$ cat src/sv/sic_pkg.sv
// Shared types and constants of the streaming infix calculator.
package sic_pkg;

	localparam int DATA_WIDTH_DEF = 32;
	localparam int FIFO_DEPTH_DEF = 4;
	localparam int CH_W           = 8;
	localparam int VALUE_W        = 32;

	localparam logic [CH_W-1:0] CH_PLUS  = 8'h2B;
	localparam logic [CH_W-1:0] CH_MINUS = 8'h2D;
	localparam logic [CH_W-1:0] CH_STAR  = 8'h2A;
	localparam logic [CH_W-1:0] CH_ZERO  = 8'h30;
	localparam logic [CH_W-1:0] CH_NINE  = 8'h39;
	localparam logic [CH_W-1:0] CH_SPACE = 8'h20;

	typedef enum logic [1:0] {
		OP_PLUS   = 2'd0,
		OP_MINUS  = 2'd1,
		OP_TIMES  = 2'd2,
		OP_DIVIDE = 2'd3
	} op_t;

	localparam int OP_W = $bits(op_t);

	typedef enum logic [1:0] {
		BK_IDLE,
		BK_BUSY,
		BK_FINISH
	} bk_state_t;

	typedef struct packed {
		logic start;
		logic is_div;
	} md_req_t;

endpackage

$ cat src/sv/sic_in_if.sv
// Input channel: one expression character per beat.
interface sic_in_if;
	import sic_pkg::*;

	logic            valid;
	logic            ready;
	logic [CH_W-1:0] ch;
	logic            last;

	modport source (output valid, output ch, output last, input ready);
	modport sink   (input valid, input ch, input last, output ready);
endinterface

$ cat src/sv/sic_out_if.sv
// Output channel: one expression result per beat.
interface sic_out_if;
	import sic_pkg::*;

	logic                      valid;
	logic                      ready;
	logic signed [VALUE_W-1:0] value;
	logic                      div_zero;

	modport source (output valid, output value, output div_zero, input ready);
	modport sink   (input valid, input value, input div_zero, output ready);
endinterface

$ cat src/sv/sic_front.sv
// Front end: accepts characters, builds operands and pushes operator tokens.
module sic_front #(
	parameter int DATA_WIDTH = sic_pkg::DATA_WIDTH_DEF
) (
	input  logic                  clk,
	input  logic                  arst_n,
	sic_in_if.sink                expr,
	input  logic                  q_full,
	output logic                  push,
	output logic [DATA_WIDTH-1:0] push_operand,
	output sic_pkg::op_t          push_op,
	output logic                  push_last
);
	import sic_pkg::*;

	logic [DATA_WIDTH-1:0] acc_q;
	op_t                   pend_op_q;
	logic                  accept;
	logic                  is_digit;
	logic                  closes;
	logic [DATA_WIDTH-1:0] acc_next;
	logic [CH_W-1:0]       digit_val;
	op_t                   ch_op;

	assign expr.ready = !q_full;
	assign accept     = expr.valid && expr.ready;
	assign is_digit   = (expr.ch >= CH_ZERO) && (expr.ch <= CH_NINE);
	assign closes     = (!is_digit && (expr.ch != CH_SPACE)) || expr.last;
	assign digit_val  = expr.ch - CH_ZERO;

	// times ten as two shifts and an add
	always_comb begin
		if (is_digit) begin
			acc_next = (acc_q << 3) + (acc_q << 1) + DATA_WIDTH'(digit_val[3:0]);
		end else begin
			acc_next = acc_q;
		end
	end

	// anything that is not + - * counts as divide
	always_comb begin
		if (expr.ch == CH_PLUS) begin
			ch_op = OP_PLUS;
		end else if (expr.ch == CH_MINUS) begin
			ch_op = OP_MINUS;
		end else if (expr.ch == CH_STAR) begin
			ch_op = OP_TIMES;
		end else begin
			ch_op = OP_DIVIDE;
		end
	end

	assign push         = accept && closes;
	assign push_operand = acc_next;
	assign push_op      = pend_op_q;
	assign push_last    = expr.last;

	always_ff @(posedge clk or negedge arst_n) begin
		if (!arst_n) begin
			acc_q     <= '0;
			pend_op_q <= OP_PLUS;
		end else if (accept) begin
			if (expr.last) begin
				acc_q     <= '0;
				pend_op_q <= OP_PLUS;
			end else if (closes) begin
				acc_q     <= '0;
				pend_op_q <= ch_op;
			end else begin
				acc_q <= acc_next;
			end
		end
	end

endmodule

$ cat src/sv/sic_fifo.sv
// Token queue between front end and back end.
module sic_fifo #(
	parameter int WIDTH = 8,
	parameter int DEPTH = sic_pkg::FIFO_DEPTH_DEF
) (
	input  logic             clk,
	input  logic             arst_n,
	input  logic             push,
	input  logic [WIDTH-1:0] push_data,
	input  logic             pop,
	output logic [WIDTH-1:0] pop_data,
	output logic             full,
	output logic             empty
);
	localparam int PTR_W = (DEPTH > 1) ? $clog2(DEPTH) : 1;
	localparam int CNT_W = $clog2(DEPTH + 1);

	logic [WIDTH-1:0] mem_q [DEPTH];
	logic [PTR_W-1:0] wr_ptr_q;
	logic [PTR_W-1:0] rd_ptr_q;
	logic [CNT_W-1:0] count_q;
	logic             do_push;
	logic             do_pop;

	assign full     = (count_q == CNT_W'(DEPTH));
	assign empty    = (count_q == '0);
	assign do_push  = push && !full;
	assign do_pop   = pop && !empty;
	assign pop_data = mem_q[rd_ptr_q];

	always_ff @(posedge clk) begin
		if (do_push) begin
			mem_q[wr_ptr_q] <= push_data;
		end
	end

	always_ff @(posedge clk or negedge arst_n) begin
		if (!arst_n) begin
			wr_ptr_q <= '0;
			rd_ptr_q <= '0;
			count_q  <= '0;
		end else begin
			if (do_push) begin
				wr_ptr_q <= (wr_ptr_q == PTR_W'(DEPTH - 1)) ? '0 : wr_ptr_q + 1'b1;
			end
			if (do_pop) begin
				rd_ptr_q <= (rd_ptr_q == PTR_W'(DEPTH - 1)) ? '0 : rd_ptr_q + 1'b1;
			end
			if (do_push && !do_pop) begin
				count_q <= count_q + 1'b1;
			end else if (do_pop && !do_push) begin
				count_q <= count_q - 1'b1;
			end
		end
	end

endmodule

$ cat src/sv/sic_muldiv.sv
// Shared iterative unit: shift-add multiply and restoring signed divide.
module sic_muldiv #(
	parameter int DATA_WIDTH = sic_pkg::DATA_WIDTH_DEF
) (
	input  logic                  clk,
	input  logic                  arst_n,
	input  sic_pkg::md_req_t      req,
	input  logic [DATA_WIDTH-1:0] a,
	input  logic [DATA_WIDTH-1:0] b,
	output logic                  done,
	output logic [DATA_WIDTH-1:0] result
);
	import sic_pkg::*;

	localparam int CNT_W = $clog2(DATA_WIDTH);

	logic                  busy_q;
	logic                  done_q;
	logic                  is_div_q;
	logic                  neg_q;
	logic [CNT_W-1:0]      cnt_q;
	logic [DATA_WIDTH-1:0] x_q;
	logic [DATA_WIDTH-1:0] y_q;
	logic [DATA_WIDTH-1:0] acc_q;
	logic [DATA_WIDTH-1:0] abs_a;
	logic [DATA_WIDTH-1:0] abs_b;
	logic [DATA_WIDTH-1:0] rem_sh;
	logic [DATA_WIDTH:0]   diff;

	assign abs_a  = a[DATA_WIDTH-1] ? (DATA_WIDTH'(0) - a) : a;
	assign abs_b  = b[DATA_WIDTH-1] ? (DATA_WIDTH'(0) - b) : b;
	assign rem_sh = {acc_q[DATA_WIDTH-2:0], x_q[DATA_WIDTH-1]};
	assign diff   = {1'b0, rem_sh} - {1'b0, y_q};

	assign done = done_q;
	always_comb begin
		if (!is_div_q) begin
			result = acc_q;
		end else if (neg_q) begin
			result = DATA_WIDTH'(0) - x_q;
		end else begin
			result = x_q;
		end
	end

	always_ff @(posedge clk or negedge arst_n) begin
		if (!arst_n) begin
			busy_q <= 1'b0;
			done_q <= 1'b0;
			cnt_q  <= '0;
		end else begin
			done_q <= 1'b0;
			if (req.start) begin
				busy_q <= 1'b1;
				cnt_q  <= CNT_W'(DATA_WIDTH - 1);
			end else if (busy_q) begin
				if (cnt_q == '0) begin
					busy_q <= 1'b0;
					done_q <= 1'b1;
				end else begin
					cnt_q <= cnt_q - 1'b1;
				end
			end
		end
	end

	always_ff @(posedge clk) begin
		if (req.start) begin
			is_div_q <= req.is_div;
			neg_q    <= a[DATA_WIDTH-1] ^ b[DATA_WIDTH-1];
			x_q      <= req.is_div ? abs_a : a;
			y_q      <= req.is_div ? abs_b : b;
			acc_q    <= '0;
		end else if (busy_q) begin
			if (is_div_q) begin
				// one quotient bit per cycle, shifted in at the bottom of x
				if (!diff[DATA_WIDTH]) begin
					acc_q <= diff[DATA_WIDTH-1:0];
					x_q   <= {x_q[DATA_WIDTH-2:0], 1'b1};
				end else begin
					acc_q <= rem_sh;
					x_q   <= {x_q[DATA_WIDTH-2:0], 1'b0};
				end
			end else begin
				if (y_q[0]) begin
					acc_q <= acc_q + x_q;
				end
				x_q <= {x_q[DATA_WIDTH-2:0], 1'b0};
				y_q <= {1'b0, y_q[DATA_WIDTH-1:1]};
			end
		end
	end

endmodule

$ cat src/sv/sic_back.sv
// Back end: applies operator tokens to the running sum and term, emits results.
module sic_back #(
	parameter int DATA_WIDTH = sic_pkg::DATA_WIDTH_DEF
) (
	input  logic                  clk,
	input  logic                  arst_n,
	input  logic                  q_empty,
	input  logic [DATA_WIDTH-1:0] q_operand,
	input  sic_pkg::op_t          q_op,
	input  logic                  q_last,
	output logic                  q_pop,
	output sic_pkg::md_req_t      md_req,
	output logic [DATA_WIDTH-1:0] md_a,
	output logic [DATA_WIDTH-1:0] md_b,
	input  logic                  md_done,
	input  logic [DATA_WIDTH-1:0] md_result,
	sic_out_if.source             result
);
	import sic_pkg::*;

	bk_state_t             state_q;
	bk_state_t             state_d;
	logic [DATA_WIDTH-1:0] sum_q;
	logic [DATA_WIDTH-1:0] sum_d;
	logic [DATA_WIDTH-1:0] term_q;
	logic [DATA_WIDTH-1:0] term_d;
	logic                  err_q;
	logic                  err_d;
	logic                  last_q;
	logic                  last_d;
	logic                  out_valid_q;
	logic                  out_valid_d;
	logic [DATA_WIDTH-1:0] out_raw_q;
	logic [DATA_WIDTH-1:0] out_raw_d;
	logic                  out_err_q;
	logic                  out_err_d;
	logic                  out_free;
	logic [DATA_WIDTH-1:0] total;

	assign total    = sum_q + term_q;
	assign out_free = !out_valid_q || result.ready;
	assign md_a     = term_q;
	assign md_b     = q_operand;

	always_ff @(posedge clk or negedge arst_n) begin
		if (!arst_n) begin
			state_q <= BK_IDLE;
		end else begin
			state_q <= state_d;
		end
	end

	always_comb begin
		state_d     = state_q;
		sum_d       = sum_q;
		term_d      = term_q;
		err_d       = err_q;
		last_d      = last_q;
		out_raw_d   = out_raw_q;
		out_err_d   = out_err_q;
		out_valid_d = out_valid_q && !result.ready;
		q_pop       = 1'b0;
		md_req      = '0;
		case (state_q)
			BK_IDLE: begin
				if (!q_empty) begin
					q_pop  = 1'b1;
					last_d = q_last;
					case (q_op)
						OP_PLUS: begin
							sum_d   = total;
							term_d  = q_operand;
							state_d = q_last ? BK_FINISH : BK_IDLE;
						end
						OP_MINUS: begin
							sum_d   = total;
							term_d  = DATA_WIDTH'(0) - q_operand;
							state_d = q_last ? BK_FINISH : BK_IDLE;
						end
						OP_TIMES: begin
							md_req.start  = 1'b1;
							md_req.is_div = 1'b0;
							state_d       = BK_BUSY;
						end
						default: begin
							if (q_operand == '0) begin
								// divide by zero: flag it, term drops to zero
								err_d   = 1'b1;
								term_d  = '0;
								state_d = q_last ? BK_FINISH : BK_IDLE;
							end else begin
								md_req.start  = 1'b1;
								md_req.is_div = 1'b1;
								state_d       = BK_BUSY;
							end
						end
					endcase
				end
			end
			BK_BUSY: begin
				if (md_done) begin
					term_d  = md_result;
					state_d = last_q ? BK_FINISH : BK_IDLE;
				end
			end
			BK_FINISH: begin
				if (out_free) begin
					out_valid_d = 1'b1;
					out_raw_d   = total;
					out_err_d   = err_q;
					sum_d       = '0;
					term_d      = '0;
					err_d       = 1'b0;
					state_d     = BK_IDLE;
				end
			end
			default: begin
				state_d = BK_IDLE;
			end
		endcase
	end

	always_ff @(posedge clk or negedge arst_n) begin
		if (!arst_n) begin
			sum_q       <= '0;
			term_q      <= '0;
			err_q       <= 1'b0;
			last_q      <= 1'b0;
			out_valid_q <= 1'b0;
		end else begin
			sum_q       <= sum_d;
			term_q      <= term_d;
			err_q       <= err_d;
			last_q      <= last_d;
			out_valid_q <= out_valid_d;
		end
	end

	always_ff @(posedge clk) begin
		out_raw_q <= out_raw_d;
		out_err_q <= out_err_d;
	end

	assign result.valid    = out_valid_q;
	assign result.div_zero = out_err_q;

	// sign-extend a narrow datapath, keep the low bits of a wide one
	generate
		if (DATA_WIDTH >= VALUE_W) begin : g_trunc
			assign result.value = out_raw_q[VALUE_W-1:0];
		end else begin : g_sext
			assign result.value = {{(VALUE_W-DATA_WIDTH){out_raw_q[DATA_WIDTH-1]}}, out_raw_q};
		end
	endgenerate

endmodule

$ cat src/sv/streaming_infix_calculator.sv
// Top level of the streaming infix calculator: front end, token queue, back end.
//
//   channel | dir | payload              | beat
//   --------+-----+----------------------+------------------------------------
//   expr    | in  | ch[7:0], last        | one ASCII character of the expression
//   result  | out | value[31:0], div_zero| one result per expression
//
// Digits and spaces are absorbed in the front end and push no token unless they carry last.
// Each operator (and the last character) becomes a token in the queue; the back
// end retires a + or - token (or a / by zero, flagged) directly and hands a * or /
// token to the shared iterative multiply/divide unit (one bit per cycle), waiting in BK_BUSY.
// The last token then passes through BK_FINISH, which loads the result register.
// Reset clears control state, queue pointers and sums at once; no clearing pass.
// The front end stalls expr only when the queue is full; the back end stalls
// on the multiply/divide unit and when a new result waits on a held previous one.
module streaming_infix_calculator #(
	parameter int DATA_WIDTH = sic_pkg::DATA_WIDTH_DEF,
	parameter int FIFO_DEPTH = sic_pkg::FIFO_DEPTH_DEF
) (
	input  logic      clk,
	input  logic      arst_n,
	sic_in_if.sink    expr,
	sic_out_if.source result
);
	import sic_pkg::*;

	localparam int TOK_W = DATA_WIDTH + OP_W + 1;

	logic                  push;
	logic [DATA_WIDTH-1:0] push_operand;
	op_t                   push_op;
	logic                  push_last;
	logic                  q_full;
	logic                  q_empty;
	logic                  q_pop;
	logic [TOK_W-1:0]      q_data;
	logic [DATA_WIDTH-1:0] q_operand;
	op_t                   q_op;
	logic                  q_last;
	md_req_t               md_req;
	logic [DATA_WIDTH-1:0] md_a;
	logic [DATA_WIDTH-1:0] md_b;
	logic                  md_done;
	logic [DATA_WIDTH-1:0] md_result;

	// classify characters, build operands, push one token per operator and on the last character
	sic_front #(
		.DATA_WIDTH (DATA_WIDTH)
	) u_front (
		.clk          (clk),
		.arst_n       (arst_n),
		.expr         (expr),
		.q_full       (q_full),
		.push         (push),
		.push_operand (push_operand),
		.push_op      (push_op),
		.push_last    (push_last)
	);

	// token layout: last, pending operator, closed operand
	sic_fifo #(
		.WIDTH (TOK_W),
		.DEPTH (FIFO_DEPTH)
	) u_fifo (
		.clk       (clk),
		.arst_n    (arst_n),
		.push      (push),
		.push_data ({push_last, push_op, push_operand}),
		.pop       (q_pop),
		.pop_data  (q_data),
		.full      (q_full),
		.empty     (q_empty)
	);

	assign q_operand = q_data[DATA_WIDTH-1:0];
	assign q_op      = op_t'(q_data[DATA_WIDTH +: OP_W]);
	assign q_last    = q_data[TOK_W-1];

	// apply tokens to sum and term, hold the result for the sink
	sic_back #(
		.DATA_WIDTH (DATA_WIDTH)
	) u_back (
		.clk       (clk),
		.arst_n    (arst_n),
		.q_empty   (q_empty),
		.q_operand (q_operand),
		.q_op      (q_op),
		.q_last    (q_last),
		.q_pop     (q_pop),
		.md_req    (md_req),
		.md_a      (md_a),
		.md_b      (md_b),
		.md_done   (md_done),
		.md_result (md_result),
		.result    (result)
	);

	// one bit per cycle for both multiply and divide
	sic_muldiv #(
		.DATA_WIDTH (DATA_WIDTH)
	) u_muldiv (
		.clk    (clk),
		.arst_n (arst_n),
		.req    (md_req),
		.a      (md_a),
		.b      (md_b),
		.done   (md_done),
		.result (md_result)
	);

endmodule
$ cat src/flat_wrapper.sv
// flat-port wrapper written by rule: the top's interface ports become plain ports
module streaming_infix_calculator_flat import sic_pkg::*;
#(
	parameter int DATA_WIDTH = sic_pkg::DATA_WIDTH_DEF,
	parameter int FIFO_DEPTH = sic_pkg::FIFO_DEPTH_DEF
)
  (clk, arst_n, expr_valid, expr_ch, expr_last, expr_ready, result_valid, result_value, result_div_zero, result_ready);
  sic_in_if expr_i ();
  sic_out_if result_i ();
  input  logic clk;
  input  logic arst_n;
  input wire logic [$bits(expr_i.valid)-1:0] expr_valid;
  input wire logic [$bits(expr_i.ch)-1:0] expr_ch;
  input wire logic [$bits(expr_i.last)-1:0] expr_last;
  output wire logic [$bits(expr_i.ready)-1:0] expr_ready;
  output wire logic [$bits(result_i.valid)-1:0] result_valid;
  output wire logic [$bits(result_i.value)-1:0] result_value;
  output wire logic [$bits(result_i.div_zero)-1:0] result_div_zero;
  input wire logic [$bits(result_i.ready)-1:0] result_ready;
  assign expr_i.valid = expr_valid;
  assign expr_i.ch = expr_ch;
  assign expr_i.last = expr_last;
  assign expr_ready = expr_i.ready;
  assign result_valid = result_i.valid;
  assign result_value = result_i.value;
  assign result_div_zero = result_i.div_zero;
  assign result_i.ready = result_ready;
  streaming_infix_calculator #(.DATA_WIDTH(DATA_WIDTH), .FIFO_DEPTH(FIFO_DEPTH)) u_core (.clk(clk), .arst_n(arst_n), .expr(expr_i), .result(result_i));
endmodule
$ cat config.mk
export PLATFORM = sky130hd
export DESIGN_NAME = streaming_infix_calculator_flat
export DESIGN_NICKNAME = d
export VERILOG_FILES = /design/src/sv/sic_pkg.sv /design/src/sv/sic_in_if.sv /design/src/sv/sic_out_if.sv /design/src/sv/sic_front.sv /design/src/sv/sic_fifo.sv /design/src/sv/sic_muldiv.sv /design/src/sv/sic_back.sv /design/src/sv/streaming_infix_calculator.sv /design/src/flat_wrapper.sv
export SDC_FILE = /design/constraint.sdc
export NUM_CORES = 1
export LEC_CHECK = 0
export BUFFER_PORTS_ARGS = -buffer_cell sky130_fd_sc_hd__buf_4
export CAP_MARGIN = 20
export CORE_MARGIN = 2
export CORE_UTILIZATION = 56
export CTS_CLUSTER_DIAMETER = 40
export DETAILED_ROUTE_END_ITERATION = 8
export PLACE_DENSITY_LB_ADDON = 0.2
export REMOVE_ABC_BUFFERS = 1
export SYNTH_ARGS = -nofsm -noshare
export SYNTH_HDL_FRONTEND = slang
export SYNTH_SLANG_ARGS = --single-unit
export TNS_END_PERCENT = 1
$ cat constraint.sdc
create_clock -name clk -period 7 [get_ports clk]
set_input_delay 1.05 -clock clk [delete_from_list [all_inputs] [get_ports clk]]
set_output_delay 1.05 -clock clk [all_outputs]
set_load 0.02 [all_outputs]
# After elaboration in Yosys (flattened, before gate mapping)
# Memories as Yosys holds them, arrays and structs flattened.
# Cells that the tools add are included.
# W data, S select, Z words.
# op_classes
bitwise	2
addsub	14
eq_ne	21
mux	69
n_lt_le_gt_ge	2
reduce_logical	41
# op_table
operator	n
$mux W32	23
$pmux W32 S3	2
$add A32 B32 Y32	3
$sub A1 B32 Y32 const A	3
$pmux W32 S2	1
$sub A32 B32 Y33	1
$add A32 B4 Y32	1
$logic_not A32 Y1	1
$mux W2	15
$eq A8 B6 Y1 const B	3
$mux W1	19
$mux W5	3
$ne A2 B2 Y1 const B	7
$reduce_and A2 Y1	6
$reduce_bool A2 Y1	5
$logic_and A1 B1 Y1	9
$eq A2 B2 Y1 const B	4
$ge A8 B6 Y1 const B	1
$le A8 B6 Y1 const B	1
$ne A8 B6 Y1 const B	1
$pmux W2 S2	2
$logic_not A1 Y1	7
$mux W3	2
$pmux W2 S3	1
23 further kinds	28
# word_totals
ram_bits	140
mem_count	1
regBits	248
out_inout_bits	35
inputBits	13
word_cells	171
# mem_list
memory	depth	word_bits	rd	rd_clocked_by_memory_dff	write_ports	line_no	rtl
u_core.u_fifo.mem_q	4	35	1	0	1	sic_fifo.sv:18	logic [WIDTH-1:0] mem_q [DEPTH];

# Logic depth before layout (Yosys ltp)
# logic_depth
ltp_word	11
mapped_depth	17
depth_no_buf	13

# By module
# Synthesis repeated with hierarchy kept, for this count alone.
# hier_totals
cells_unflattened	2624
hier_area_um2	25807.3
# modules_own_cells
module	n_inst	cells_each	area_each_um2
sic_muldiv	1	1322	10253.6
sic_back	1	646	6342.3
sic_fifo	1	220	5492.8
sic_front	1	436	3718.6

# Worst setup path after synthesis
# No wires, ideal clock.
# synth_timing
path_type	reg2reg
from	reg u_core.u_fifo.rd_ptr_q[0]
to	reg u_core.u_muldiv.y_q[0], enable pin
t_required_ps	6342
path_stages_with_launch	17
setup_ps	658
slack_ps	1777
path_buffers	8
arrival_time_ps	4566
path_cell_list	dfrtp_1 -> buf_6 -> buf_6 -> buf_6 -> buf_2 -> mux4_2 -> inv_1 -> ha_1 -> nor2b_1 -> nand3_1 -> nor4b_4 -> a31o_1 -> buf_2 -> buf_4 -> buf_4 -> buf_2 -> o21ai_0
# synth_via
elab_chain_cells	8
word_cells_on_any_way	13
# synth_lines
element	line_no	rtl
start, declared	sic_fifo.sv:20	logic [PTR_W-1:0] rd_ptr_q;
start signal, assigned	sic_fifo.sv:47	rd_ptr_q <= (rd_ptr_q == PTR_W'(DEPTH - 1)) ? '0 : rd_ptr_q + 1'b1;
$mem_v2 Z4 W35 *	n/a	
$logic_not A32 Y1, or another cell as far along	sic_back.sv:86	if (q_operand == '0) begin
$mux W2 / $reduce_or A2 Y1 (equally long branches)	n/a	
$pmux W2 S2 *	sic_back.sv:69	case (q_op)
$mux W2 *	sic_back.sv:66	if (!q_empty) begin
$mux W2 *	sic_back.sv:64	case (state_q)
$ne A2 B1 Y1 (no line) / $reduce_bool A2 Y1 (equally long branches)	n/a	
$reduce_and A2 Y1 (no line) *	n/a	
end signal, assigned	sic_muldiv.sv:72	y_q <= req.is_div ? abs_b : b;
end signal, assigned	sic_muldiv.sv:89	y_q <= {1'b0, y_q[DATA_WIDTH-1:1]};
end, declared	sic_muldiv.sv:23	logic [DATA_WIDTH-1:0] y_q;
# Mark *: on every way between the ends. The rest lies on a longest branch, timed or not.
# A chain may end at the register's enable or synchronous reset.

# Final worst setup path
# layout_timing
from	reg u_core.u_fifo.rd_ptr_q[0]
to	reg u_core.u_muldiv.y_q[16], enable pin
# The elaborated chain is that of the path after synthesis.

==> summary.txt <==
Synthesis
  • Number of synthesis warnings: 0
  • Asr flop ratio synth: 0.3015
  • Combinational family with the most area after synthesis: compound AO/OA/AOI/OAI gates
  • Most frequent cells after synthesis: 290 x nand2_1, 239 x edfxtp_1, 217 x o21ai_0
  • Synth Area in Simple Gates: 0.1404
  • Area share of the largest cell type after synthesis: 0.2828
  • Synth area leaders: edfxtp_1 28%, dfrtp_1 12%, ha_1 8.2%
  • Post-synthesis sequential area ratio: 0.4234
  • Average size of a mapped cell: 9.848 sq um
  • Most frequent cell after synthesis: nand2_1
  • Count of cell types in the netlist: 86
  • Mux share of post-synthesis cell area: 0.05058
  • Synth Register Bits: between 300 and 400
  • Synthesized cell area: 25,380 sq um
  • Commonest register cell after synthesis: edfxtp_1
  • Post-synthesis adder-cell area fraction: 0.08706
  • XOR/XNOR share of the synthesized area: 0.07661
  • Number of synthesized flops with an enable pin: 239
  • Synth Area in Compound Gates: 0.1896
  • Cell count after synthesis: approximately 2,600
  • Post-synthesis cell type with the largest combined area: edfxtp_1

Setup path
  • Data required time at the worst endpoint: about 7300 ps
  • Crit-path max cell delay: 720 ps
  • Bufs and invs on worst path: 4
  • Crit-path slowest cell: nor4b_4
  • Worst setup path class: reg2reg
  • Critical Path Most Common Cell: buf_4
  • Max FO, Critical Path: 60
  • Kind of end point of the critical path: flip-flop
  • Delay-heaviest family, CP: simple AND/OR/NAND/NOR gates
  • Cells along the critical path: buf_4, mux4_2, inv_1, ha_1, nor2b_1, nand3_1, nor4b_4, a31o_4, buf_4, o21ai_2, buf_4
  • Register-to-register path setup slack: approximately 1800 ps
  • Crit path DAT: 5520 ps
  • Startpoint Class: flip-flop

CTS
  • Buffer type at the clock tree root: clkbuf_16
  • Number of buffers inserted by post-CTS setup repair: 0
  • Clock slew at reported path FFs: 60 ps
  • Cts repair resizes: 0
  • Total clock sinks: 388
  • Worst-skew pair later-pin latency: about 620 ps
  • Number of buffers added to fix hold violations after cts: 0
  • Clock H-tree levels: 2
  • Clock tree from TritonCTS: built
  • Clock buffer count from CTS: 57
  • Max Root-Sink Buffers: 3

Route
  • Overall via count from detail_route: 20,050
  • Number of remaining DRC errors: 0
  • Detailed-router iteration count before antenna repair: 7
  • Total Routed Length: 65.27 mm
  • DRC violation total after the first TritonRoute iteration: between 1,500 and 2,000
  • WL/cell: ~20 um
  • Via/cell ratio: 6.157
  • Number of nets with antenna violations after detailed routing: 0

Place
  • Placed cell areas: 26,270 sq um
  • Number of port buffers: 47
  • Final weighted congestion in routability-driven placement: 0.9181
  • Half-perimeter wire length after detailed placement: 48.18 mm
  • Cells after DPL: 3,149

Finish
  • Final non-filler cell area: 28,310 sq um
  • Area growth from synthesis to layout: 11.56%
  • Fraction of layout instances using a drive strength above 1: 0.09936
  • Number of nets at the end of the flow: ~2,800
  • Number of standard cells in the final layout excluding fillers: between 3,000 and 4,000
  • Filler Cell Count: 3,788
  • N_diodes: 0

Timing
  • Total negative slack: 0 ps
  • Skew final: around 32 ps
  • Max Freq: 191.9 MHz
  • Transition time of the tightest slew-check pin: between 1000 and 1500 ps
  • Unrepaired setup endpoints after global routing: false
  • Final Max Slew Viols: 0
  • Min cycle time layout: 5210 ps
  • Fin. Hold Viols: 0
  • Final setup violation count: 0
  • Final worst-path cycle share: 0.7443
  • Max transition margin: 0.2320

Die
  • Starting density of the core: 0.5629
  • Total Die Area: 47,040 sq um
  • Core box area: 45,090 sq um
  • Floorplan row count: 78
  • Floorplan die width: roughly 220 um
  • Number of primary I/O pins: between 40 and 50
  • Die height: 216.9 um

GRT
  • Grt total ovfl: 0
  • First-pass GRT wire length: 104.7 mm
  • Number of antenna violations at the first check in global routing: 1
  • Pin count of the biggest net entering global routing: 65
  • Total track usage: 0.2804
  • Via count of the first global-routing pass: 20,030

Worst hold path
  • Hold crit path type: reg2reg

Power
  • Pwr per Cell Area: roughly 220 nW/um^2
  • Static leakage: 12.06 nW
  • Maximum vdd ir drop: 231.4 uV
  • Overall power: 6.263 mW

Flow run
  • Number of maximum-capacitance constraint violations: 0

Status
  • Result of the run: completed
==> per-layer routing <==
| metal | part of all wire | global-route usage | wire [um] |
|---|---|---|---|
| met1 | 0.41 | 0.3450 | 26930 |
| met2 | 0.49 | 0.4869 | 31840 |
| met3 | 0.056 | 0.04109 | 3624 |
| met4 | 0.044 | 0.1317 | 2860 |
| met5 | 0.00028 | 0 | 18 |
==> flip-flops by register name, summed over array words and instances (netlist names), 3 cells and up <==
name and count:
u_core.u_back.sum_q 32, u_core.u_back.md_a 32, u_core.u_muldiv.cnt_q 5, u_core.u_fifo.mem_q 140, u_core.u_back.result.value 32, u_core.u_muldiv.acc_q 32, u_core.u_muldiv.y_q 32, u_core.u_front.acc_q 32
u_core.u_muldiv.x_q 32, u_core.u_fifo.count_q 3
==> cell families (layout without fill, tap and decap cells) <==
family | count (synthesis) | after routing
compound gates | 763 | 763
xor+xnor | 222 | 222
fa+ha+maj | 173 | 173
buf+inv | 198 | 278
flops | 388 | 388
mux | 83 | 83
simple gates | 750 | 750
==> layout by cell type (no fill, tap or decap), types with 52 or more instances in the layout <==
cell type,synthesis,routed
a21o_1,52,52
a21oi_1,189,188
buf_4,6,75
clkbuf_16,0,58
dfrtp_1,117,116
edfxtp_1,239,239
ha_1,167,167
inv_1,91,91
nand2_1,290,290
nor2_1,182,180
o21ai_0,217,215
xnor2_1,96,96
xor2_1,126,126
==> stage by stage <==
| step | hold WS (ps) | worst slack [ps] | utilization |
|---|---|---|---|
| 2_1_floorplan | 424.9 | -2457 | - |
| 3_3_place_gp | 432.3 | 1836 | 0.5827 |
| 3_5_place_dp | 438.2 | 1774 | 0.5827 |
| 4_1_cts | 453.0 | 1726 | 0.6280 |
| 5_1_grt | 476.1 | 1292 | 0.6280 |
| 6_report | 449.6 | 1790 | 0.6280 |
==> final cells by class <==
type,instances,area (sq um),area share
Tap cell,600,750.7,0.02651
Clock buffer,62,1466,0.05179
Timing Repair Buffer,75,563.0,0.01989
Inverter,95,356.6,0.01259
Multi-Input combinational cell,1991,13860,0.4894
Clock inverter,46,573.1,0.02024
Sequential cell,388,10750,0.3796
==> worst paths after layout <==
path                       cells past startpoint                                       to                             startpoint
setup / recovery                              11        u_core.u_muldiv.y_q[16]$_DFFE_PP_  u_core.u_fifo.rd_ptr_q[0]$_DFFE_PN0P_
hold / removal                                 0  u_core.u_back.result.div_zero$_DFFE_PP_        u_core.u_back.err_q$_DFFE_PN0P_
setup reg to reg                              11        u_core.u_muldiv.y_q[16]$_DFFE_PP_  u_core.u_fifo.rd_ptr_q[0]$_DFFE_PN0P_
hold reg to reg                                0  u_core.u_back.result.div_zero$_DFFE_PP_        u_core.u_back.err_q$_DFFE_PN0P_
max in group asynchronous                      2    u_core.u_fifo.rd_ptr_q[0]$_DFFE_PN0P_                                 arst_n
min in group asynchronous                      1       u_core.u_back.sum_q[6]$_DFFE_PN0P_                                 arst_n
==> power breakdown <==
group          internal (mW)  switching, mW  total [mW]
combinational          0.184          0.396       0.580
clock                   1.88           1.13        3.01
sequential              2.62         0.0563        2.67
No activity file was read; power rests on OpenSTA's default activity.
